==> src/rtl/core/otq_pkg.sv <==
// Shared types and codes for the ordered timer queue.
package otq_pkg;

  typedef enum logic [1:0] {
    OP_ADD    = 2'd0,
    OP_CANCEL = 2'd1,
    OP_CHECK  = 2'd2,
    OP_NOP    = 2'd3
  } op_t;

  typedef enum logic [1:0] {
    ST_OK       = 2'd0,
    ST_FULL     = 2'd1,
    ST_NOTFOUND = 2'd2
  } status_t;

  typedef enum logic [9:0] {
    S_IDLE  = 10'b00_0000_0001,
    S_MARK  = 10'b00_0000_0010,
    S_PICK  = 10'b00_0000_0100,
    S_FIRE  = 10'b00_0000_1000,
    S_SCAN  = 10'b00_0001_0000,
    S_ADD   = 10'b00_0010_0000,
    S_CRD   = 10'b00_0100_0000,
    S_CCHK  = 10'b00_1000_0000,
    S_LOAD  = 10'b01_0000_0000,
    S_OUT   = 10'b10_0000_0000
  } state_t;

endpackage

==> src/rtl/core/ordered_timer_queue.sv <==
// Deadline timer queue with add, cancel and expiry check over a slot table.
//
// Channel   Signals                                     Direction
// input     in_valid, in_ready, operation .. current_time   into block
// result    out_valid, out_ready, status .. last            out of block
//
// One transaction at a time; in_ready is high only while the block is idle.
// Every slot scan walks all TIMER_SLOTS entries through one registered memory
// read port and one shared 64-bit comparator. An add scans for a free slot and
// the earliest deadline, then writes; a cancel reads and checks its slot, then
// scans; a check marks due timers in one scan, then picks and fires them one at
// a time, earliest first, and ends with a scan for the next deadline.
// Reset clears the armed bits, the sequence counter and the sequencer; the
// timer memories are written before they are read. A stalled result holds.
module ordered_timer_queue
  import otq_pkg::*;
#(
  parameter int TIMER_SLOTS = 16
) (
  input  logic        clk,
  input  logic        rst,
  input  logic        in_valid,
  output logic        in_ready,
  input  logic [1:0]  operation,
  input  logic [63:0] deadline_time,
  input  logic [31:0] repeat_interval,
  input  logic [3:0]  cancel_slot,
  input  logic [7:0]  cancel_tag,
  input  logic [63:0] current_time,
  output logic        out_valid,
  input  logic        out_ready,
  output logic [1:0]  status,
  output logic [3:0]  handle_slot,
  output logic [7:0]  handle_tag,
  output logic        fired,
  output logic        earliest_changed,
  output logic [63:0] next_deadline,
  output logic        deadline_valid,
  output logic        last
);

  localparam int SW = (TIMER_SLOTS > 1) ? $clog2(TIMER_SLOTS) : 1;
  localparam int CW = $clog2(TIMER_SLOTS + 1);
  localparam logic [CW-1:0] N_C = CW'(TIMER_SLOTS);

  state_t state;

  logic [63:0] mem_dl  [TIMER_SLOTS];
  logic [31:0] mem_per [TIMER_SLOTS];
  logic [7:0]  mem_seq [TIMER_SLOTS];
  logic [SW-1:0] ord_slot [TIMER_SLOTS];
  logic [7:0]    ord_tag  [TIMER_SLOTS];

  logic [TIMER_SLOTS-1:0] armed;
  logic [TIMER_SLOTS-1:0] due;
  logic [7:0] seqc;

  op_t         op_r;
  logic [63:0] when_r;
  logic [31:0] per_r;
  logic [3:0]  cslot_r;
  logic [7:0]  ctag_r;
  logic [63:0] now_r;

  logic [CW-1:0] idx;
  logic          rd_v;
  logic [SW-1:0] rd_idx;
  logic [SW-1:0] rd_addr;
  logic [63:0]   rd_dl;
  logic [31:0]   rd_per;
  logic [7:0]    rd_seq;

  logic          best_v;
  logic [63:0]   best_dl;
  logic [SW-1:0] best_slot;
  logic [31:0]   best_per;
  logic [7:0]    best_seq;
  logic          free_v;
  logic [SW-1:0] free_slot;

  logic [CW-1:0] fire_n;
  logic [CW-1:0] out_cnt;
  logic          fired_r;
  status_t       status_r;
  logic [3:0]    res_slot;
  logic [7:0]    res_tag;
  logic          changed_r;
  logic [63:0]   nd_r;
  logic          ndv_r;
  logic [SW-1:0] ord_rd_slot;
  logic [7:0]    ord_rd_tag;

  logic [63:0] cmp_a;
  logic [63:0] cmp_b;
  logic        lt;
  logic [64:0] rearm_sum;
  logic [63:0] rearm_dl;
  logic        scan_issue;
  logic        scan_done;
  logic        cand;
  logic [SW-1:0] caddr;
  logic        c_hit;
  logic        mem_dl_we;
  logic        mem_all_we;
  logic [SW-1:0] wr_addr;
  logic [63:0] wr_dl;

  assign caddr      = SW'(cslot_r);
  assign scan_issue = idx < N_C;
  assign scan_done  = !scan_issue && !rd_v;
  assign rd_addr    = (state == S_CRD) ? caddr : (scan_issue ? idx[SW-1:0] : '0);

  always_comb begin
    case (state)
      S_MARK: begin
        cmp_a = now_r;
        cmp_b = rd_dl;
      end
      S_ADD: begin
        cmp_a = when_r;
        cmp_b = best_dl;
      end
      default: begin
        cmp_a = rd_dl;
        cmp_b = best_dl;
      end
    endcase
  end

  assign lt = cmp_a < cmp_b;

  assign rearm_sum = {1'b0, now_r} + {33'b0, best_per};
  assign rearm_dl  = rearm_sum[64] ? '1 : rearm_sum[63:0];

  assign cand = rd_v && ((state == S_PICK) ? due[rd_idx] : armed[rd_idx]) && (!best_v || lt);
  assign c_hit = (int'(cslot_r) < TIMER_SLOTS) && armed[caddr] && (rd_seq == ctag_r);

  assign mem_all_we = (state == S_ADD) && free_v;
  assign mem_dl_we  = mem_all_we || ((state == S_FIRE) && (best_per != '0));
  assign wr_addr    = (state == S_ADD) ? free_slot : best_slot;
  assign wr_dl      = (state == S_ADD) ? when_r : rearm_dl;

  always_ff @(posedge clk) begin
    if (mem_dl_we) begin
      mem_dl[wr_addr] <= wr_dl;
    end
    if (mem_all_we) begin
      mem_per[wr_addr] <= per_r;
      mem_seq[wr_addr] <= seqc;
    end
    rd_dl  <= mem_dl[rd_addr];
    rd_per <= mem_per[rd_addr];
    rd_seq <= mem_seq[rd_addr];
  end

  always_ff @(posedge clk) begin
    if (state == S_FIRE) begin
      ord_slot[fire_n[SW-1:0]] <= best_slot;
      ord_tag[fire_n[SW-1:0]]  <= best_seq;
    end
    if (state == S_LOAD) begin
      ord_rd_slot <= ord_slot[out_cnt[SW-1:0]];
      ord_rd_tag  <= ord_tag[out_cnt[SW-1:0]];
    end
  end

  always_ff @(posedge clk) begin
    if (rst) begin
      state   <= S_IDLE;
      armed   <= '0;
      seqc    <= '0;
      rd_v    <= 1'b0;
      fire_n  <= '0;
      out_cnt <= '0;
      fired_r <= 1'b0;
    end else begin
      if (state == S_MARK || state == S_PICK || state == S_SCAN) begin
        if (scan_issue) begin
          idx    <= idx + CW'(1);
          rd_v   <= 1'b1;
          rd_idx <= idx[SW-1:0];
        end else begin
          rd_v <= 1'b0;
        end
      end
      if ((state == S_PICK || state == S_SCAN) && cand) begin
        best_v    <= 1'b1;
        best_dl   <= rd_dl;
        best_slot <= rd_idx;
        best_per  <= rd_per;
        best_seq  <= rd_seq;
      end

      case (state)
        S_IDLE: begin
          if (in_valid) begin
            op_r      <= op_t'(operation);
            when_r    <= deadline_time;
            per_r     <= repeat_interval;
            cslot_r   <= cancel_slot;
            ctag_r    <= cancel_tag;
            now_r     <= current_time;
            fire_n    <= '0;
            fired_r   <= 1'b0;
            status_r  <= ST_OK;
            res_slot  <= '0;
            res_tag   <= '0;
            changed_r <= 1'b0;
            due       <= '0;
            idx       <= '0;
            rd_v      <= 1'b0;
            best_v    <= 1'b0;
            free_v    <= 1'b0;
            case (op_t'(operation))
              OP_CANCEL: state <= S_CRD;
              OP_CHECK:  state <= S_MARK;
              default:   state <= S_SCAN;
            endcase
          end
        end
        S_MARK: begin
          if (rd_v) begin
            due[rd_idx] <= armed[rd_idx] && !lt;
          end
          if (scan_done) begin
            idx    <= '0;
            best_v <= 1'b0;
            state  <= S_PICK;
          end
        end
        S_PICK: begin
          if (scan_done) begin
            idx <= '0;
            if (best_v) begin
              state <= S_FIRE;
            end else begin
              fired_r <= fire_n != '0;
              best_v  <= 1'b0;
              free_v  <= 1'b0;
              state   <= S_SCAN;
            end
          end
        end
        S_FIRE: begin
          due[best_slot] <= 1'b0;
          fire_n         <= fire_n + CW'(1);
          if (best_per == '0) begin
            armed[best_slot] <= 1'b0;
          end
          idx    <= '0;
          best_v <= 1'b0;
          state  <= S_PICK;
        end
        S_SCAN: begin
          if (rd_v && !armed[rd_idx] && !free_v) begin
            free_v    <= 1'b1;
            free_slot <= rd_idx;
          end
          if (scan_done) begin
            out_cnt <= '0;
            if (op_r == OP_ADD) begin
              state <= S_ADD;
            end else begin
              nd_r  <= best_v ? best_dl : '0;
              ndv_r <= best_v;
              state <= fired_r ? S_LOAD : S_OUT;
            end
          end
        end
        S_ADD: begin
          if (free_v) begin
            armed[free_slot] <= 1'b1;
            seqc             <= seqc + 8'd1;
            status_r         <= ST_OK;
            res_slot         <= 4'(free_slot);
            res_tag          <= seqc;
            changed_r        <= !best_v || lt;
            nd_r             <= (!best_v || lt) ? when_r : best_dl;
            ndv_r            <= 1'b1;
          end else begin
            status_r <= ST_FULL;
            nd_r     <= best_v ? best_dl : '0;
            ndv_r    <= best_v;
          end
          state <= S_OUT;
        end
        S_CRD: begin
          state <= S_CCHK;
        end
        S_CCHK: begin
          if (c_hit) begin
            armed[caddr] <= 1'b0;
          end
          status_r <= c_hit ? ST_OK : ST_NOTFOUND;
          res_slot <= cslot_r;
          res_tag  <= ctag_r;
          idx      <= '0;
          best_v   <= 1'b0;
          free_v   <= 1'b0;
          state    <= S_SCAN;
        end
        S_LOAD: begin
          state <= S_OUT;
        end
        S_OUT: begin
          if (out_ready) begin
            if (last) begin
              state <= S_IDLE;
            end else begin
              out_cnt <= out_cnt + CW'(1);
              state   <= S_LOAD;
            end
          end
        end
        default: begin
          state <= S_IDLE;
        end
      endcase
    end
  end

  assign in_ready         = state == S_IDLE;
  assign out_valid        = state == S_OUT;
  assign status           = status_r;
  assign handle_slot      = fired_r ? 4'(ord_rd_slot) : res_slot;
  assign handle_tag       = fired_r ? ord_rd_tag : res_tag;
  assign fired            = fired_r;
  assign earliest_changed = changed_r;
  assign next_deadline    = nd_r;
  assign deadline_valid   = ndv_r;
  assign last             = !fired_r || (out_cnt == fire_n - CW'(1));

  a_no_overlap: assert property (@(posedge clk) disable iff (rst)
    !(in_ready && out_valid))
    else $error("Input and result handshakes overlap.");

  a_fire_count: assert property (@(posedge clk) disable iff (rst)
    fire_n <= N_C)
    else $error("More timers fired than the table holds.");

  a_fired_ok: assert property (@(posedge clk) disable iff (rst)
    out_valid && fired |-> status == ST_OK && !earliest_changed)
    else $error("A fired result carries a bad status or change flag.");

  a_changed_next: assert property (@(posedge clk) disable iff (rst)
    out_valid && earliest_changed |-> deadline_valid && next_deadline == when_r)
    else $error("A new earliest timer is not the reported next deadline.");

endmodule
==> config.mk <==
export PLATFORM = sky130hd
export DESIGN_NAME = ordered_timer_queue
export DESIGN_NICKNAME = d
export VERILOG_FILES = /design/src/rtl/core/otq_pkg.sv /design/src/rtl/core/ordered_timer_queue.sv
export SDC_FILE = /design/constraint.sdc
export NUM_CORES = 2
export LEC_CHECK = 0
export BUFFER_PORTS_ARGS = -buffer_cell sky130_fd_sc_hd__buf_2
export CELL_PAD_IN_SITES_DETAIL_PLACEMENT = 2
export CELL_PAD_IN_SITES_GLOBAL_PLACEMENT = 2
export CORE_MARGIN = 2
export CORE_UTILIZATION = 45
export CTS_CLUSTER_DIAMETER = 40
export DETAILED_ROUTE_END_ITERATION = 7
export GPL_TIMING_DRIVEN = 1
export HOLD_SLACK_MARGIN = 0.05
export PLACE_DENSITY = 0.78
export SYNTH_ARGS = -nofsm -noshare
export SYNTH_HDL_FRONTEND = slang
export SYNTH_SLANG_ARGS = --single-unit
export TNS_END_PERCENT = 1
==> constraint.sdc <==
create_clock -name clk -period 10.6 [get_ports clk]
set_clock_uncertainty 0.2 [all_clocks]
set_input_delay 1.06 -clock clk [delete_from_list [all_inputs] [get_ports clk]]
set_output_delay 1.06 -clock clk [all_outputs]
set_load 0.01 [all_outputs]
==> impl_metrics.json <==
{
  "clockBufferDepth": 4,
  "routed_wl_um": 381000,
  "maxCapViolCount": 0,
  "cts_sinks": 2411,
  "initialDrtViolationCount": 6968,
  "multi_input_area_um2": 25200,
  "worstMarginPinSlew_ns": 1.28,
  "io_pins": 262,
  "fin_setup_tns_ns": 0,
  "syn_area_per_cell_um2": 13.3,
  "arrival_ns": 8.49,
  "dieWidth_um": 470,
  "rr_startpoint": "state[9]$_SDFFE_PP0P_",
  "worstPathCellList": "nor4_2 -> and3_4 -> buf_4 -> a22oi_1 -> nand2_1 -> ha_1 -> and3_1 -> a221oi_1 -> o21ai_0 -> a21o_1 -> a21oi_1 -> a21oi_2 -> nor2_1 -> o2111a_4 -> buf_4",
  "synth_seq_cells": 2411,
  "status": "finished clean",
  "final_nets": 8008,
  "grt_pass1_wl_um": 551000,
  "grt_max_degree": 180,
  "via_per_inst": 6.33,
  "critPathCaptureType": "register",
  "avgRoutedWirePerCell_um": 35.0,
  "period_minus_slack_ns": 8.12,
  "min_from": "current_time[19]",
  "synthArstFlopShare_pct": 0,
  "core_area_um2": 217000,
  "vias": 68900,
  "seq_area_um2": 70900,
  "synth_ff_type": "edfxtp_1",
  "dieArea_um2": 221000,
  "numPortBuffers": 261,
  "nFillCells": 19700,
  "area_growth_pct": 18.3,
  "crit_slowest_cell": "buf_4",
  "start_kind": "register",
  "relSlewSlack_pct": 14.3,
  "fmax_mhz": 123,
  "crit_fanout": 60,
  "cts_buffers": 382,
  "dp_hpwl_um": 203000,
  "timing.final.crit_share_pct": 76.6,
  "required_ns": 10.97,
  "r2r_slack_ns": 2.48,
  "first_pass_iters": 7,
  "synth_area_um2": 97800,
  "ys_warn_count": 0,
  "cts_tree": "yes",
  "ir_drop_mv": 0.187,
  "grt_pass1_vias": 76200,
  "cts.clk_slew.worst_paths_ns": 0.06,
  "setup_violations": 0,
  "cts_resized": 0,
  "finish.utilization_pct": 53.4,
  "crit_start": "state[9]$_SDFFE_PP0P_",
  "rows": 171,
  "slowest_delay_ns": 0.86,
  "pwr_density_cell_nw_per_um2": 236,
  "initial_utilization_pct": 45.2,
  "yosysUniqueCellTypes": 91,
  "overflow": 0,
  "clk_latency_ns": 1.00,
  "place_congestion": 0.869,
  "antenna_found_initial": 10,
  "hold_class": "in -> reg",
  "drc": 0,
  "synthesis.nets": 7615,
  "layout-drive-gt1-share_pct": 14.8,
  "finalMaxSlewViolations": 0,
  "path_class": "reg -> reg",
  "p_leak_nw": 41.1,
  "syn-instance-count": 7330,
  "cpMostUsedCell": "buf_4",
  "rsz0062_at_grt": "no",
  "htreeDepth": 5,
  "gr-usage-all-layers_pct": 34.0,
  "antenna_left": 0,
  "yosysSeqAreaShare_pct": 72.5,
  "post_cts_buffers": 0,
  "cts_root_buf": "clkbuf_16",
  "die_h_um": 470,
  "synth_edf_count": 2261,
  "hold_viol_final": 0
}
==> worst paths after layout <==
| path | end | cells past startpoint |
|---|---|---|
| worst min-delay path | now_r[19]$_DFFE_PP_ | 1 |
| worst min register to register | best_per[21]$_DFFE_PP_ | 0 |
| worst max-delay path | best_per[18]$_DFFE_PP_ | 15 |
| worst max register to register | best_per[18]$_DFFE_PP_ | 15 |
==> per-stage QoR <==
step                instances  power (mW)  setup WS [ns]  hold slack, ns  cell area, um2
floorplan                7330        13.1          0.998           0.186           97800
global placement        10100        14.2           3.59           0.197          102000
detailed placement      10100        14.5           3.23           0.211          102000
CTS                     10900        27.3           2.92          0.0502          116000
global route            10900        28.0           2.59          0.0495          116000
finish                  10900        27.4           2.48          0.0689          116000
==> synth_stat cells, drive strengths merged, types with 10 or more instances <==
master,count,area [um2]
inv,28,105
nand4,38,244
a22o,79,692
xor2,44,385
ha,106,1330
nand3,797,3990
mux2i,67,671
buf,181,927
a31oi,30,188
nor4,16,106
dfxtp,150,3000
clkbuf,272,1020
o22a,44,385
o211ai,17,133
mux4,74,1670
and2,19,119
nor2b,31,194
a311oi,213,1880
xnor2,31,272
nor3,43,236
o21ai,85,429
edfxtp,2261,67900
nand2,1903,7150
nor3b,11,82.6
nor2,237,892
a22oi,56,420
mux2,15,169
a21oi,100,504
a21o,25,188
a211oi,10,75.1
o31ai,10,75.1
and3,230,1440
==> timing repair <==
action | in CTS | in global routing
hold buffers | 77 | 1
endpoints found under the hold margin | 77 | 1
setup endpoints to repair | 0 | 0
==> state kept, by name, summed over array words and instances (netlist names), 10 cells and up <==
register       count
mem_dl          1024
mem_per          512
mem_seq          128
ord_tag          128
best_dl           64
next_deadline     64
now_r             64
ord_slot          64
rd_dl             64
when_r            64
best_per          32
per_r             32
rd_per            32
armed             16
due               16
state             10
==> where the power goes <==
group / switching, mW / internal, mW / leakage (nW)
Combinational: 2.35 / 0.893 / 13.3
Sequential: 0.473 / 10.9 / 21.7
Clock: 4.96 / 7.81 / 6.17
==> cell type report <==
type	count	share of cell area, %
clock inverter	239	2.29
inverter	28	0.0909
timing repair buffer	462	2.70
multi-input combinational	4438	21.8
sequential	2411	61.3
antenna	5	0.0108
clock buffer	451	8.73
tap	2854	3.09
==> logic make-up after synthesis <==
| kind of cell | synth area share (%) |
|---|---|
| xor gates and xnor gates | 0.672 |
| AOI/OAI and AO/OA | 5.67 |
| adders and majority gates | 1.38 |
| buffers and inverters | 2.10 |
| muxes | 2.56 |
| and+or+nand+nor | 15.1 |
| DFF | 72.5 |
==> per-layer routing <==
metal / global-route usage, % / routed length [um]
met5: 0 / 34
met4: 17.2 / 21000
met2: 59.1 / 193000
met1: 41.5 / 143000
met3: 4.81 / 23800
==> critical path: cells and delay by family, from the launching register on <==
family | cells | cell delay (ns)
buffers and inverters | 2 | 1.57
AND/OR/NAND/NOR | 5 | 2.20
flip-flops | 1 | 0.36
adder cells (fa/ha/maj) | 1 | 0.25
AO/OA/AOI/OAI | 7 | 2.85
==> layout by cell type, fill, tap and decap left out, types with 16 or more instances in the layout <==
cell / n
a21o_1: 25
a21oi_1: 97
a22o_1: 79
a22oi_1: 56
a311oi_1: 211
a31oi_1: 27
and3_1: 228
buf_2: 261
buf_4: 114
bufinv_16: 38
clkbuf_1: 47
clkbuf_16: 387
clkbuf_8: 17
clkinv_2: 46
clkinv_4: 45
clkinvlp_4: 35
dfxtp_1: 148
dlygate4sd3_1: 78
edfxtp_1: 2261
ha_1: 106
inv_1: 28
inv_6: 50
mux2i_1: 65
mux4_2: 74
nand2_1: 1902
nand3_1: 796
nand4_1: 37
nor2_1: 212
nor2_4: 19
nor2b_1: 27
nor3_1: 40
o211ai_1: 16
o21ai_0: 78
o22a_1: 44
xnor2_1: 31
xor2_1: 44
(Power assumes the default switching activity.)
